[src/rtl/core/histogram_auto_exposure_defines.svh]
// Assertion macros for the auto exposure block
`ifndef HISTOGRAM_AUTO_EXPOSURE_DEFINES_SVH
`define HISTOGRAM_AUTO_EXPOSURE_DEFINES_SVH

// Implication check on the rising clock edge, held off during reset
`define HAE_ASSERT_IMP(label, clk, rst_n, ante, cons, msg) \
label: assert property (@(posedge clk) disable iff (!rst_n) (ante) |-> (cons)) \
    else $error(msg);

// Next-cycle implication check on the rising clock edge
`define HAE_ASSERT_NEXT(label, clk, rst_n, ante, cons, msg) \
label: assert property (@(posedge clk) disable iff (!rst_n) (ante) |=> (cons)) \
    else $error(msg);

`endif

[src/rtl/core/hae_ram.sv]
`timescale 1ns / 1ps
`default_nettype none
module hae_ram #(
    parameter int WIDTH = 24,
    parameter int DEPTH = 64
) (
    input  wire logic                     i_clk,
    input  wire logic                     i_we,
    input  wire logic [$clog2(DEPTH)-1:0] i_waddr,
    input  wire logic [WIDTH-1:0]         i_wdata,
    input  wire logic [$clog2(DEPTH)-1:0] i_raddr,
    output logic [WIDTH-1:0]              o_rdata
);
    logic [WIDTH-1:0] r_mem [DEPTH];

    always_ff @(posedge i_clk) begin
        if (i_we) begin
            r_mem[i_waddr] <= i_wdata;
        end
        o_rdata <= r_mem[i_raddr];
    end
endmodule
`default_nettype wire

[config.mk]
export PLATFORM = sky130hd
export DESIGN_NAME = hae_ram
export DESIGN_NICKNAME = d
export VERILOG_FILES = /design/src/rtl/core/histogram_auto_exposure_defines.svh /design/src/rtl/core/hae_ram.sv
export SDC_FILE = /design/constraint.sdc
export NUM_CORES = 1
export LEC_CHECK = 0
export ABC_CLOCK_PERIOD_IN_PS = 2500
export BUFFER_PORTS_ARGS = -buffer_cell sky130_fd_sc_hd__buf_2
export CAP_MARGIN = 20
export CORE_ASPECT_RATIO = 1.2
export CORE_MARGIN = 4
export CORE_UTILIZATION = 56
export DETAILED_ROUTE_END_ITERATION = 8
export HOLD_SLACK_MARGIN = 0.05
export PLACE_DENSITY = 0.75
export SKIP_LAST_GASP = 1
export SLEW_MARGIN = 20
export SYNTH_ARGS = -nofsm -noshare
export SYNTH_HDL_FRONTEND = slang
export SYNTH_SLANG_ARGS = --single-unit
[constraint.sdc]
create_clock -name i_clk -period 2.5 [get_ports i_clk]
set_input_delay 0.125 -clock i_clk [delete_from_list [all_inputs] [get_ports i_clk]]
set_output_delay 0.125 -clock i_clk [all_outputs]
set_load 0.03 [all_outputs]
**Word-level counts from Yosys, hierarchy flattened**

Memories as Yosys holds them, arrays and structs flattened. A register that Yosys moved wholly into a read port is not among the register bits.
Index checks and enable logic that the tools add are counted.

- Memories: 1
- Logic and storage cells: 3
- Bits in writable memories: 1,536
- Bits in registers: 0

Memory list:

| name | words | bits a word | rd ports | clocked after Yosys merged registers in | wr ports | RTL line | RTL |
|---|---|---|---|---|---|---|---|
| r_mem | 64 | 24 | 1 | 1 | 1 | hae_ram.sv:14 | `logic [WIDTH-1:0] r_mem [DEPTH];` |

- Multiplexer cells: 2

Operators by type and width:

| kind | count |
|---|---|
| $mux 1 | 2 |

**Longest topological paths before layout**

- Depth after elaboration: 2
- Mapped depth: 9

**Least setup slack after synthesis**

No wires, ideal clock.

- Kind: input -> register
- Start point: input port i_waddr[3]
- End point: memory r_mem[48][0], enable pin
- Stages: 4
- Library setup time: 0.435 ns
- Path slack: -0.222 ns
- Arrival time: 2.287 ns
- Cells stage by stage: clkbuf_1 nor2b_1 nand4b_1 nor3_1

RTL lines:

| element | RTL line | RTL |
|---|---|---|
| start: declaration | hae_ram.sv:9 | `input wire logic [$clog2(DEPTH)-1:0] i_waddr,` |
| end: declaration | hae_ram.sv:14 |  |

No word-level cell before the write port.

==> results list <==
- Run status: completed
* Crit path top cell by count: buf_4
- Residual DRC count: 0
- Clock latency on the worst-skew pair, taken at its later pin, is approximately 0.76 ns.
- Counting cells, the worst reg-to-reg path comes to 6.
- STA classifies the critical path endpoint as a flip-flop.
* Final setup violating endpoints: 0
* Static leakage: around 22 nW
* Maximum buffer depth of the clock tree: 3
- Data required time at the worst endpoint: 3.15 ns
* Starting density of the core: 0.565
- Number of cells produced by synthesis: ~2600
* Unrepaired setup endpoints after global routing: false
- RePlAce Congestion: between 0.8 and 0.9
- Share of Yosys cell area claimed by the top area cell type: 0.778
* Library cell with the largest summed area after synthesis: edfxtp_1
- Average size of a mapped cell: around 23 µm²
- The final layout contains between 2000 and 3000 nets.
* Worst reg2reg setup slack: roughly 0.29 ns
- # clock sinks: 1560
* Dominant synthesized flop cell: edfxtp_1
* Vias after detailed routing: around 29000
- Height of the die: approximately 360 µm
- Of the synthesized area, sequential elements account for 0.786.
- TritonCTS built the clock tree.
- Launching instance or port of the critical path: i_raddr[2]
- Count of TritonRoute iterations in the first routing pass: 6
* Total congestion overflow: 0
- Critical Path Source Type: input port
- Summed over all nets, the switching power comes to approximately 11 mW.
* Cells resized by post-CTS repair: 0
* #FFs+latches synth: roughly 1600
- Of the total power, registers draw 0.543.
- Worst setup path class: input port to flip-flop
* Drt via density: 6.59
- Entering global routing, the biggest net connects between 60 and 70 pins.
- Synthesis produced a netlist with a net count of 2648.
- Int Pwr: roughly 43 mW
* Family of cells with the greatest summed delay on the critical path: buffers and inverters
* Die span in x: between 300 and 400 µm
* Final hold viol count: 0
- At the pin with the least slew margin, the transition time is between 1 and 1.5 ns.
* Min-Delay Path Class: input port to flip-flop
- Counting the buffers created by CTS gives 142.
- The worst path in the final design needs a cycle of approximately 2.2 ns, including I/O delays and setup.
- In this run the critical register-to-register path is captured at o_rdata[8]$_DFF_P_.
- Yosys mapped a number of flops with a built-in enable equal to 1536.
* Count of synthesis-stage warnings from yosys: 0
* Worst setup path end: o_rdata[8]$_DFF_P_
* Critical path's slowest cell: dlygate4sd3_1
* Number of antenna violations at the first check in global routing: 13
- Among all cell types in the netlist, the one instantiated most often is edfxtp_1.
* CTS Root Buffer Type: clkbuf_16
* Most used standard cells in the synthesized netlist: 1536 x edfxtp_1, 355 x mux4_2, 95 x mux2i_1, 80 x nor2_1
- Startpoint of the worst-slack reg-to-reg timing path: r_mem[39][8]$_DFFE_PP_
* Placement Rows: 130
* GRT Resource Usage Total: 0.260
- The share of total power dissipated in the clock network is 0.404.
- In this run the number of H-tree levels came out at 4.
- Counting buffers and inverters, the worst setup path is 10 cells deep.
- From synthesis to final layout, the design area changed by 14.6%.
- Fraction of final layout cells sized beyond drive strength 1: 0.317
* Post-synth cell types: 40
* Crit-path cells: dlygate4sd3_1 -> buf_8 -> buf_4 -> buf_4 -> mux2i_1 -> a22oi_1 -> a221oi_1 -> buf_4 -> a31oi_1 -> o21a_1
- Number of maximum-capacitance constraint violations: 0
* Biggest area contributors in the synthesized netlist: edfxtp_1 78%, mux4_2 13%, mux2i_1 1.6%, mux2_2 1.0%, dfxtp_1 0.81%
* Remaining max-slew budget at the tightest pin: 0.269
* Via count of the first global-routing pass: between 20000 and 30000
* Highest clock rate: 445 MHz
- The final-report max-slew violation count came to 0.
* Combinational power share: 0.053
- Of the total power, the share spent switching nets is 0.205.
- Cell Pwr Density: slightly below 800 nW/µm²
- CP max stage delay: ~0.56 ns
- After detailed routing, the average wire length per cell comes to between 30 and 40 µm.
* Post-DP Area: 63000 µm²
* Total wire length after detailed routing: 142000 µm
- Adding up every negative setup slack in the final design gives 0 ns.
- Clock transition time at the flip-flop clock pins of the worst setup and hold paths: ~0.060 ns
- After synthesis, the share of flip-flops with an asynchronous set or reset is 0.
- Crit path buf inv count: 5
- 62 I/O pins were placed.
- Die Footprint: 111000 µm²
- First-pass GRT wire length: 208000 µm
- For the worst setup path, the data arrival time is 2.89 ns.
* Count of nets left with antenna violations after detail routing: 0
* Worst VDD drop: slightly below 0.0006 V
- Of the available clock period, the critical path in the final layout requires 0.899.
- Area of the mapped netlist: slightly below 60000 µm²
* DRC violation total after the first TritonRoute iteration: ~3900
- In this run the worst path has a maximum fanout of 22.
- Post-layout instance area: approximately 68000 µm²
- Fin Clk Skew: between 0.02 and 0.03 ns
* Port Buffers: slightly above 60
* Core Region: approximately 100000 µm²
* Final HPWL DP: around 86000 µm
## worst min path at each step
| stage | from | end | slack, ns | cells past startpoint |
|---|---|---|---|---|
| after floorplan | i_wdata[0] | r_mem[0][0]$_DFFE_PP_ | 0.22 | 0 |
| after global placement | i_wdata[14] | r_mem[24][14]$_DFFE_PP_ | 0.45 | 1 |
| after detailed placement | i_wdata[14] | r_mem[28][14]$_DFFE_PP_ | 0.47 | 1 |
| after CTS | i_wdata[10] | r_mem[55][10]$_DFFE_PP_ | 0.07 | 1 |
| after global routing | i_wdata[8] | r_mem[55][8]$_DFFE_PP_ | 0.11 | 1 |
| final | i_wdata[8] | r_mem[55][8]$_DFFE_PP_ | 0.07 | 1 |
## power by group through the flow
stage	Clock (mW)	Sequential (mW)	Combinational (mW)
5_1_grt	23.1	29.0	3.01
3_5_place_dp	0	29.6	2.79
6_report	21.6	29.1	2.85
2_1_floorplan	0	29.7	1.43
3_3_place_gp	0	29.6	2.71
4_1_cts	21.9	29.1	2.85
## repair_timing
| item | 4_1_cts | 5_1_grt |
|---|---|---|
| buffers inserted | 0 | 0 |
| endpoints found under the hold margin | 615 | 256 |
| endpoints found under the setup margin | 0 | 0 |
| hold buffers | 21 | 4 |
## sequential cells by signal, indices dropped and copies added (netlist names)
register  count
o_rdata      24
r_mem      1536
## final cells by class
cell class | count | area [µm²]
Inverter | 2 | 7.51
Fill cell | 6457 | 37000
Sequential cell | 1560 | 46600
Clock buffer | 197 | 4030
Clock inverter | 64 | 638
Antenna cell | 6 | 15.0
Tap cell | 1386 | 1730
Timing Repair Buffer | 312 | 2820
Multi-Input combinational cell | 906 | 12100
## logic make-up after synthesis
family,after synthesis,synth area share
buffers and inverters,144,0.0131
AND/OR/NAND/NOR,196,0.0156
multiplexers,503,0.161
AO/OA/AOI/OAI,207,0.0244
flip-flops,1560,0.786
## cells in the final DEF, fill, tap and decap left out, types with 18 or more instances in the layout
master / count
clkbuf_16: 151
clkinv_1: 25
dfxtp_1: 24
nor2_1: 18
edfxtp_1: 1536
o22ai_1: 53
nand2_1: 36
a21oi_1: 22
clkbuf_1: 38
buf_4: 189
dlygate4sd3_1: 25
a22oi_1: 29
mux2_2: 53
nor2_2: 62
mux4_2: 355
buf_12: 42
a221oi_1: 52
buf_2: 53
nand3_1: 20
mux2i_1: 95
## metal layers
layer  up-vias  GRT usage  routed length [µm]
li1      11800          -                   -
met1     15400      0.336               50100
met2      1739      0.437               73300
met3       315     0.0602               13800
met4        10     0.0968                5220
met5         -          0                  66
## per-stage QoR
| stage | utilization | instances | total power [mW] | setup slack [ns] | hold slack, ns |
|---|---|---|---|---|---|
| global placement | 0.600 | 4141 | 32.3 | 0.0384 | 0.453 |
| global route | 0.648 | 4429 | 55.2 | 0.0933 | 0.110 |
| CTS | 0.647 | 4423 | 53.8 | 0.266 | 0.0672 |
| detailed placement | 0.600 | 4141 | 32.4 | -0.0106 | 0.472 |
| floorplan | - | 2610 | 31.1 | 0.0702 | 0.224 |
| finish | 0.648 | 4433 | 53.6 | 0.253 | 0.0727 |
No activity file was read; power rests on OpenSTA's default activity.
