==> src/rtl/core/histogram_auto_exposure_defines.svh <==
// Assertion macros for the auto exposure block
`ifndef HISTOGRAM_AUTO_EXPOSURE_DEFINES_SVH
`define HISTOGRAM_AUTO_EXPOSURE_DEFINES_SVH

// Implication check on the rising clock edge, held off during reset
`define HAE_ASSERT_IMP(label, clk, rst_n, ante, cons, msg) \
label: assert property (@(posedge clk) disable iff (!rst_n) (ante) |-> (cons)) \
    else $error(msg);

// Next-cycle implication check on the rising clock edge
`define HAE_ASSERT_NEXT(label, clk, rst_n, ante, cons, msg) \
label: assert property (@(posedge clk) disable iff (!rst_n) (ante) |=> (cons)) \
    else $error(msg);

`endif

==> src/rtl/core/hae_pkg.sv <==
`timescale 1ns / 1ps
`default_nettype none
package hae_pkg;
    localparam int BUCKETS = 64;
    localparam int BIDX_W = $clog2(BUCKETS);
    localparam int BCNT_W = BIDX_W + 1;
    localparam int TOT_W = 30;
    localparam logic [TOT_W-1:0] TOTAL_MAX = {TOT_W{1'b1}};
    localparam logic [10:0] RATIO_CAP = 11'd1792;
    localparam int QDEPTH = 2;

    localparam logic [2:0] REG_PCT = 3'd0;
    localparam logic [2:0] REG_TGT = 3'd1;
    localparam logic [2:0] REG_MAXG = 3'd2;
    localparam logic [2:0] REG_KNEE = 3'd3;
    localparam logic [2:0] REG_MAXE = 3'd4;

    // Job handed from the front part to the back part at end of frame
    typedef struct packed {
        logic        valid;
        logic [BCNT_W-1:0] n;
        logic [TOT_W-1:0]  total;
        logic [19:0] fe;
        logic [15:0] fg;
        logic [19:0] pe;
        logic [15:0] pg;
    } t_job;

    typedef struct packed {
        logic [10:0] pct;
        logic [10:0] tgt;
        logic [15:0] maxg;
        logic [19:0] knee;
        logic [19:0] maxe;
    } t_cfg;
endpackage
`default_nettype wire

==> src/rtl/core/hae_front.sv <==
`timescale 1ns / 1ps
`default_nettype none
`include "histogram_auto_exposure_defines.svh"
// Stores buckets, keeps the running total, queues a job at each last bucket.
module hae_front (
    input  wire logic                       i_clk,
    input  wire logic                       i_rst_n,
    input  wire logic                       i_push,
    output logic                            o_full,
    input  wire logic [23:0]                i_bucket_count,
    input  wire logic                       i_is_last,
    input  wire logic                       i_hist_valid,
    input  wire logic [19:0]                i_frame_exposure,
    input  wire logic [15:0]                i_frame_gain,
    input  wire logic [19:0]                i_prior_exposure,
    input  wire logic [15:0]                i_prior_gain,
    output logic                            o_we,
    output logic [hae_pkg::BIDX_W-1:0]      o_waddr,
    output logic [23:0]                     o_wdata,
    output logic                            o_job_rdy,
    output hae_pkg::t_job                   o_job,
    input  wire logic                       i_job_take,
    input  wire logic                       i_bank_busy
);
    logic [hae_pkg::BCNT_W-1:0] r_idx;
    logic [hae_pkg::TOT_W-1:0]  r_tot;
    hae_pkg::t_job              r_q [hae_pkg::QDEPTH];
    logic [1:0]                 r_cnt;
    logic                       w_acc, w_store;
    logic [hae_pkg::TOT_W:0]    w_sum;
    logic [hae_pkg::TOT_W-1:0]  w_tot;
    hae_pkg::t_job              w_job;

    // The back part scans the bins; hold buckets while a job waits or it is busy.
    assign o_full = (r_cnt != 2'd0) || i_bank_busy;
    assign w_acc = i_push && !o_full;
    assign w_store = w_acc && (r_idx < hae_pkg::BCNT_W'(hae_pkg::BUCKETS));
    assign w_sum = {1'b0, r_tot} + (hae_pkg::TOT_W+1)'(i_bucket_count);
    assign w_tot = !w_store ? r_tot
        : (w_sum > {1'b0, hae_pkg::TOTAL_MAX}) ? hae_pkg::TOTAL_MAX
        : w_sum[hae_pkg::TOT_W-1:0];

    assign o_we = w_store;
    assign o_waddr = r_idx[hae_pkg::BIDX_W-1:0];
    assign o_wdata = i_bucket_count;
    assign o_job_rdy = r_cnt != 2'd0;
    assign o_job = r_q[0];

    always_comb begin
        w_job.valid = i_hist_valid;
        w_job.n = w_store ? r_idx + 1'b1 : r_idx;
        w_job.total = w_tot;
        w_job.fe = i_frame_exposure;
        w_job.fg = i_frame_gain;
        w_job.pe = i_prior_exposure;
        w_job.pg = i_prior_gain;
    end

    always_ff @(posedge i_clk) begin
        if (!i_rst_n) begin
            r_idx <= '0;
            r_tot <= '0;
            r_cnt <= '0;
        end else begin
            if (w_acc && i_is_last) begin
                r_idx <= '0;
                r_tot <= '0;
            end else begin
                if (w_store) begin
                    r_idx <= r_idx + 1'b1;
                end
                r_tot <= w_tot;
            end
            if (i_job_take && r_cnt != 2'd0) begin
                r_q[0] <= r_q[1];
            end
            if (w_acc && i_is_last) begin
                if (i_job_take && r_cnt != 2'd0) begin
                    r_q[1'(r_cnt - 2'd1)] <= w_job;
                end else begin
                    r_q[r_cnt[0]] <= w_job;
                end
            end
            r_cnt <= r_cnt + {1'b0, w_acc && i_is_last}
                - {1'b0, i_job_take && r_cnt != 2'd0};
        end
    end

    `HAE_ASSERT_IMP(a_idx_range, i_clk, i_rst_n, 1'b1,
        r_idx <= hae_pkg::BCNT_W'(hae_pkg::BUCKETS), "bucket index overran")
    `HAE_ASSERT_IMP(a_no_store_full, i_clk, i_rst_n, o_full, !o_we,
        "bin write while stalled")
    `HAE_ASSERT_NEXT(a_clear_last, i_clk, i_rst_n, w_acc && i_is_last,
        r_idx == '0 && r_tot == '0, "frame state not cleared")
endmodule
`default_nettype wire

==> config.mk <==
export PLATFORM = sky130hd
export DESIGN_NAME = hae_front
export DESIGN_NICKNAME = d
export VERILOG_FILES = /design/src/rtl/core/hae_pkg.sv /design/src/rtl/core/hae_front.sv
export VERILOG_INCLUDE_DIRS = /design/src /design/src/rtl/core
export SDC_FILE = /design/constraint.sdc
export NUM_CORES = 1
export LEC_CHECK = 0
export BUFFER_PORTS_ARGS = -buffer_cell sky130_fd_sc_hd__buf_2
export CORE_ASPECT_RATIO = 0.9
export CORE_MARGIN = 5
export CORE_UTILIZATION = 36
export CTS_CLUSTER_SIZE = 20
export DETAILED_ROUTE_END_ITERATION = 10
export PLACE_DENSITY_LB_ADDON = 0.15
export SLEW_MARGIN = 40
export SYNTH_ARGS = -nofsm -noshare
export SYNTH_HDL_FRONTEND = slang
export SYNTH_SLANG_ARGS = --single-unit
==> constraint.sdc <==
create_clock -name i_clk -period 28.7 [get_ports i_clk]
set_clock_uncertainty 0.1 [all_clocks]
set_input_delay 5.74 -clock i_clk [delete_from_list [all_inputs] [get_ports i_clk]]
set_output_delay 5.74 -clock i_clk [all_outputs]
set_load 0.005 [all_outputs]
-- Word-level counts from Yosys, hierarchy flattened
Memory sizes are Yosys's and may differ from the RTL's.
Index checks and enable logic that the tools add are counted.
- add/sub/neg operators: 5
- order comparisons: 2
- mux-type cells: 19
- bitwise gates (word level): 1
- reduce and logical (&&, ||, !) cells: 10
- operator list (operator ; number):
    110-bit 2-to-1 mux ; 2
    110-bit OR reduction ; 2
    30-bit 2-to-1 mux ; 2
    30-bit by 24-bit adder with 31-bit output ; 1
    31-bit by 30-bit greater-than comparator with 1-bit output, second input constant ; 1
    1-bit 2-to-1 mux ; 14
    7-bit by 1-bit adder with 7-bit output, second input constant ; 1
    7-bit less-than comparator, second input constant ; 1
    7-bit 2-to-1 mux ; 1
    1-bit logical AND ; 4
    2-bit by 1-bit adder with 2-bit output ; 1
    2-bit nonzero test ; 1
    2-bit OR reduction ; 1
    2-bit by 1-bit subtractor with 2-bit output ; 1
    1-bit zero test ; 1
    1-bit logical OR ; 1
    1-bit inverter ; 1
    1-bit subtractor, second input constant ; 1
- register bits: 39
- RAM bits: 220
- input port bits: 103
- output and inout bits: 143
- word-level logic and storage cells: 41
- memories kept: 1
- memory list (name ; depth ; bits a word ; rd ports ; clocked after Yosys merged registers in ; write ports ; RTL line ; source):
    r_q ; 2 ; 110 ; 2 ; 0 ; 1 ; hae_front.sv:27 ; hae_pkg::t_job r_q [hae_pkg::QDEPTH];

-- Longest topological paths before layout
- depth after elaboration: 11
- mapped depth: 12
- gate-level depth less buffers: 11

-- Worst setup path before layout
No wires, ideal clock.
- path type: input -> register
- start: input port i_bank_busy
- end: memory r_q[1][0] (netlist name) (enable)
- library setup time: 0.615 ns
- arrival time: 12.289 ns
- required time: 27.985 ns
- slack: 15.696 ns
- stages on the path: 9
- buffers on the path: 2
- cell sequence: nor2_1 and2_1 nand2_1 inv_1 ha_1 o21ai_1 clkbuf_1 clkbuf_1 a21oi_1
- word-level cells in the longest chain between the ends: 10
- elaborated cells on any way between the ends: 16
- those cells by class: mux: 10; reduce/logical: 6
- ends and longest elaborated chain (what ; RTL line ; source):
    start, declared ; hae_front.sv:23 ; input wire logic i_bank_busy
    1-bit logical OR * ; hae_front.sv:35 ; assign o_full = (r_cnt != 2'd0) || i_bank_busy;
    1-bit zero test * ; hae_front.sv:36 ; assign w_acc = i_push && !o_full;
    1-bit logical AND * ; hae_front.sv:36 ;
    1-bit logical AND * ; hae_front.sv:77 ; if (w_acc && i_is_last) begin
    1-bit 2-to-1 mux ; hae_front.sv:77 ;
    1-bit 2-to-1 mux ; hae_front.sv:60 ; if (!i_rst_n) begin
    1-bit 2-to-1 mux (not written as such) ; hae_front.sv:79 ; r_q[1'(r_cnt - 2'd1)] <= w_job;
    110-bit OR reduction (no line) ; - ;
    1-bit 2-to-1 mux (no line) (2 in a row) ; - ;
    end, declared ; hae_front.sv:27 ;
Every way passes the cells marked *; elsewhere a longest branch is shown, timed or not.

-- Worst setup path after layout
- start: input port i_bank_busy
- end: output port o_we
- word-level cells in the longest chain between the ends: 4
- ends and longest elaborated chain (what ; RTL line ; source):
    1-bit logical OR ; hae_front.sv:35 ;
    1-bit zero test ; hae_front.sv:36 ;
    1-bit logical AND ; hae_front.sv:36 ;
    1-bit logical AND ; hae_front.sv:37 ; assign w_store = w_acc && (r_idx < hae_pkg::BCNT_W'(hae_pkg::BUCKETS));
    end, declared ; hae_front.sv:17 ; output logic o_we,
No other way between the ends.

==> qor.txt <==
area grow syn2layout = 21.3%
Horiz. Die Dim = 195 µm
Placed Cells = 1,537
CP Capture Type = primary output
Sw Pwr = 0.244 mW
Peak Freq = 80.0 MHz
setup bufs post-CTS = 0
Hold Path Class = register to register
Max-Slew Margin vs Limit = 47.2%
H-tree depth = 1
Power Density = 70.1 nW/µm²
Ports = 246
Post-Synth Simple-Gate Area = 15.0%
Die Y = 176 µm
Yosys reg bits = 259
slowest cell on the critical path = and2_1
n_diodes = 0
Compound-Gate Fraction of Synth Area = 8.61%
critical path class = input pin to primary output
clock input transition at the sequential cells of the worst setup and hold paths = 0.06 ns
startpoint types = input pin
Nets = 1,292
R2R cell count = 11
post-synthesis sequential area ratio = 66.6%
DRC errors left = 0
crit-path max cell delay = 0.23 ns
XOR/XNOR Fraction of Synth Area = 2.05%
Post-synth EDFFs = 220
max-slew violation count = 0
top_reg_cell synth = edfxtp_1
pin count of the biggest net entering global routing = 82
full die area = 34,400 µm²
largest cells by area after synthesis = edfxtp_1 60%, nand2_1 9.4%, dfxtp_1 7.0%, ha_1 3.3%, nor2_1 2.1%
Final Power = 0.943 mW
Sink Count = 259
critical path arrival = 6.66 ns
dpl ws = 16.13 ns
Leak = 5.49 nW
initial core utilization = 36.2%
Seq pwr share = 47.3%
post-cts gate resize count = 0
final hold violation count = 0
initial antenna violation count = 0
Worst-Margin Slew = 0.793 ns
gr usage total = 15.0%
final setup fails = 0
Hold Path Origin = r_idx[6]
gr ovfl total = 0
Crit Reg-Reg Startpoint = r_cnt[0]
Logic pwr share = 15.5%
CP Max Fanout = 5
gp weighted congestion = 0.793
PortBufs = 245
FP Rows = 61
final worst slack = 16.20 ns
Final period util = 43.6%
hold depth = 2
WL/cell = 17.0 µm
Yosys cell types = 52
cts hold-fix bufs = 0
WP data required = 22.86 ns
Syn. warnings = 0
placed cell area = 12,500 µm²
worst vdd ir = 0.0434 mV
max cap viols = 0
Pre-Repair DR Iteration Count = 4
Final ANT Viol Nets = 0
Clock Power Share = 37.2%
cts bufs inserted = 29
Finished Core Util = 43.9%
first-pass GRT wire length = 42,000 µm
Yosys top cell area share = 59.6%
post-synth top area cell = edfxtp_1
R2R Setup Slk = 24.96 ns
RSZ-0062 raised after global routing = false
Buf/Inv on CP = 3
Via-to-Cell Ratio = 4.76
post-synthesis cell area = 11,100 µm²
clock period minus worst slack = 12.50 ns
final std cells w/o fill = 1,591
main combinational cell family by area after synthesis = simple AND/OR/NAND/NOR gates
total wire length = 27,000 µm
share of layout cells above drive strength 1 = 26.7%
asr flop ratio synth = 0%
Cells after Synth = 941
TNS Setup = 0 ns
CTS root buffer = clkbuf_16
Post-Synth Adder-Cell Area = 3.45%
Post-synth top cells = 279 x nand2_1, 220 x edfxtp_1, 61 x nor2_1, 39 x dfxtp_1, 35 x a21oi_1
core area = 30,600 µm²
total number of vias = 7,576
mux cell area share after synthesis = 0.361%
switch share = 25.9%
most frequent cell after synthesis = nand2_1
crit-path cells = buf_2 > nor2_1 > and2_1 > nand2b_1 > inv_1 > buf_2
status = finished clean
Internal = 0.699 mW
Synthesized Nets = 1,074
clock buffer depth = 3
hold endpoint = r_idx[6]
reg2reg end = r_q[1][85]
DP HPWL = 18,100 µm
vias in the first global route = 7,426
cell repeated most along the worst path = buf_2
TritonCTS clock tree = yes
Final Cell Area = 13,400 µm²
family with the most delay on the worst path = simple AND/OR/NAND/NOR gates
synthesized area per cell = 11.8 µm²
Skew-Pair Late Insertion Delay = 0.53 ns
Initial DRC Count = 489
final hold slack = 0.389 ns
## power by group through the flow
stage	Clock (mW)	Combinational (mW)	Sequential, mW
floorplan	0	0.0957	0.455
global placement	0	0.148	0.455
detailed placement	0	0.148	0.454
CTS	0.362	0.149	0.447
global route	0.379	0.164	0.448
finish	0.351	0.146	0.446
## registers in the layout, indices dropped and copies added (netlist names)
name,cells
r_q,220
r_tot,30
r_idx,7
r_cnt,2
## logic make-up after synthesis
kind of cell | after synthesis
AOI/OAI and AO/OA | 143
xor gates and xnor gates | 26
adders and majority gates | 30
buffers and inverters | 77
DFF | 259
muxes | 4
and+or+nand+nor | 402
## layout by cell type, fill, tap and decap left out, drive strengths merged, types with 9 or more instances in the layout
cell / synthesis / routed
inv: 11 / 12
clkbuf: 26 / 40
ha: 29 / 29
dfxtp: 39 / 39
nand2: 280 / 280
nor2: 62 / 62
o31ai: 11 / 11
xor2: 13 / 13
o21ai: 46 / 46
buf: 40 / 253
edfxtp: 220 / 220
nor3: 12 / 12
nand3: 11 / 11
xnor2: 13 / 13
a21o: 9 / 9
o22ai: 10 / 10
a21oi: 35 / 35
nand4: 9 / 9
## worst reg2reg max path: stages (launching register included)
cell and delay (ns):
dfxtp_1 0.34, or2_2 0.32, nor2_1 0.12, and2_1 0.23
nand2_1 0.13, inv_1 0.10, ha_1 0.29, o21ai_4 0.08
buf_4 0.33, buf_6 0.38, a21oi_4 0.35, buf_6 0.51
## area by class of cell
type | instances | area, µm²
Inverter | 11 | 41.3
Clock buffer | 40 | 777
Tap cell | 409 | 512
Multi-Input combinational cell | 605 | 3300
Sequential cell | 259 | 7390
Fill cell | 2979 | 17200
Timing Repair Buffer | 253 | 1300
Clock inverter | 14 | 129
## layer usage
layer / GRT usage, % / vias up / routed length, µm
met1: 21.6 / 3611 / 12500
met3: 3.32 / 32 / 1730
met2: 23.7 / 197 / 12300
met4: 2.88 / 0 / 447
li1: - / 3736 / -
met5: 0 / - / 0
## how the worst max path moves through the flow
stage	startpoint	end	slack, ns	depth (start not counted)
detailed placement	i_bank_busy	o_we	16.13	6
finish	i_bank_busy	o_we	16.20	6
global placement	i_bank_busy	o_we	16.14	6
floorplan	i_bank_busy	r_q[1][0]	15.70	9
global route	i_bank_busy	o_we	16.05	6
CTS	i_bank_busy	o_we	16.13	6
(Power assumes the default switching activity.)
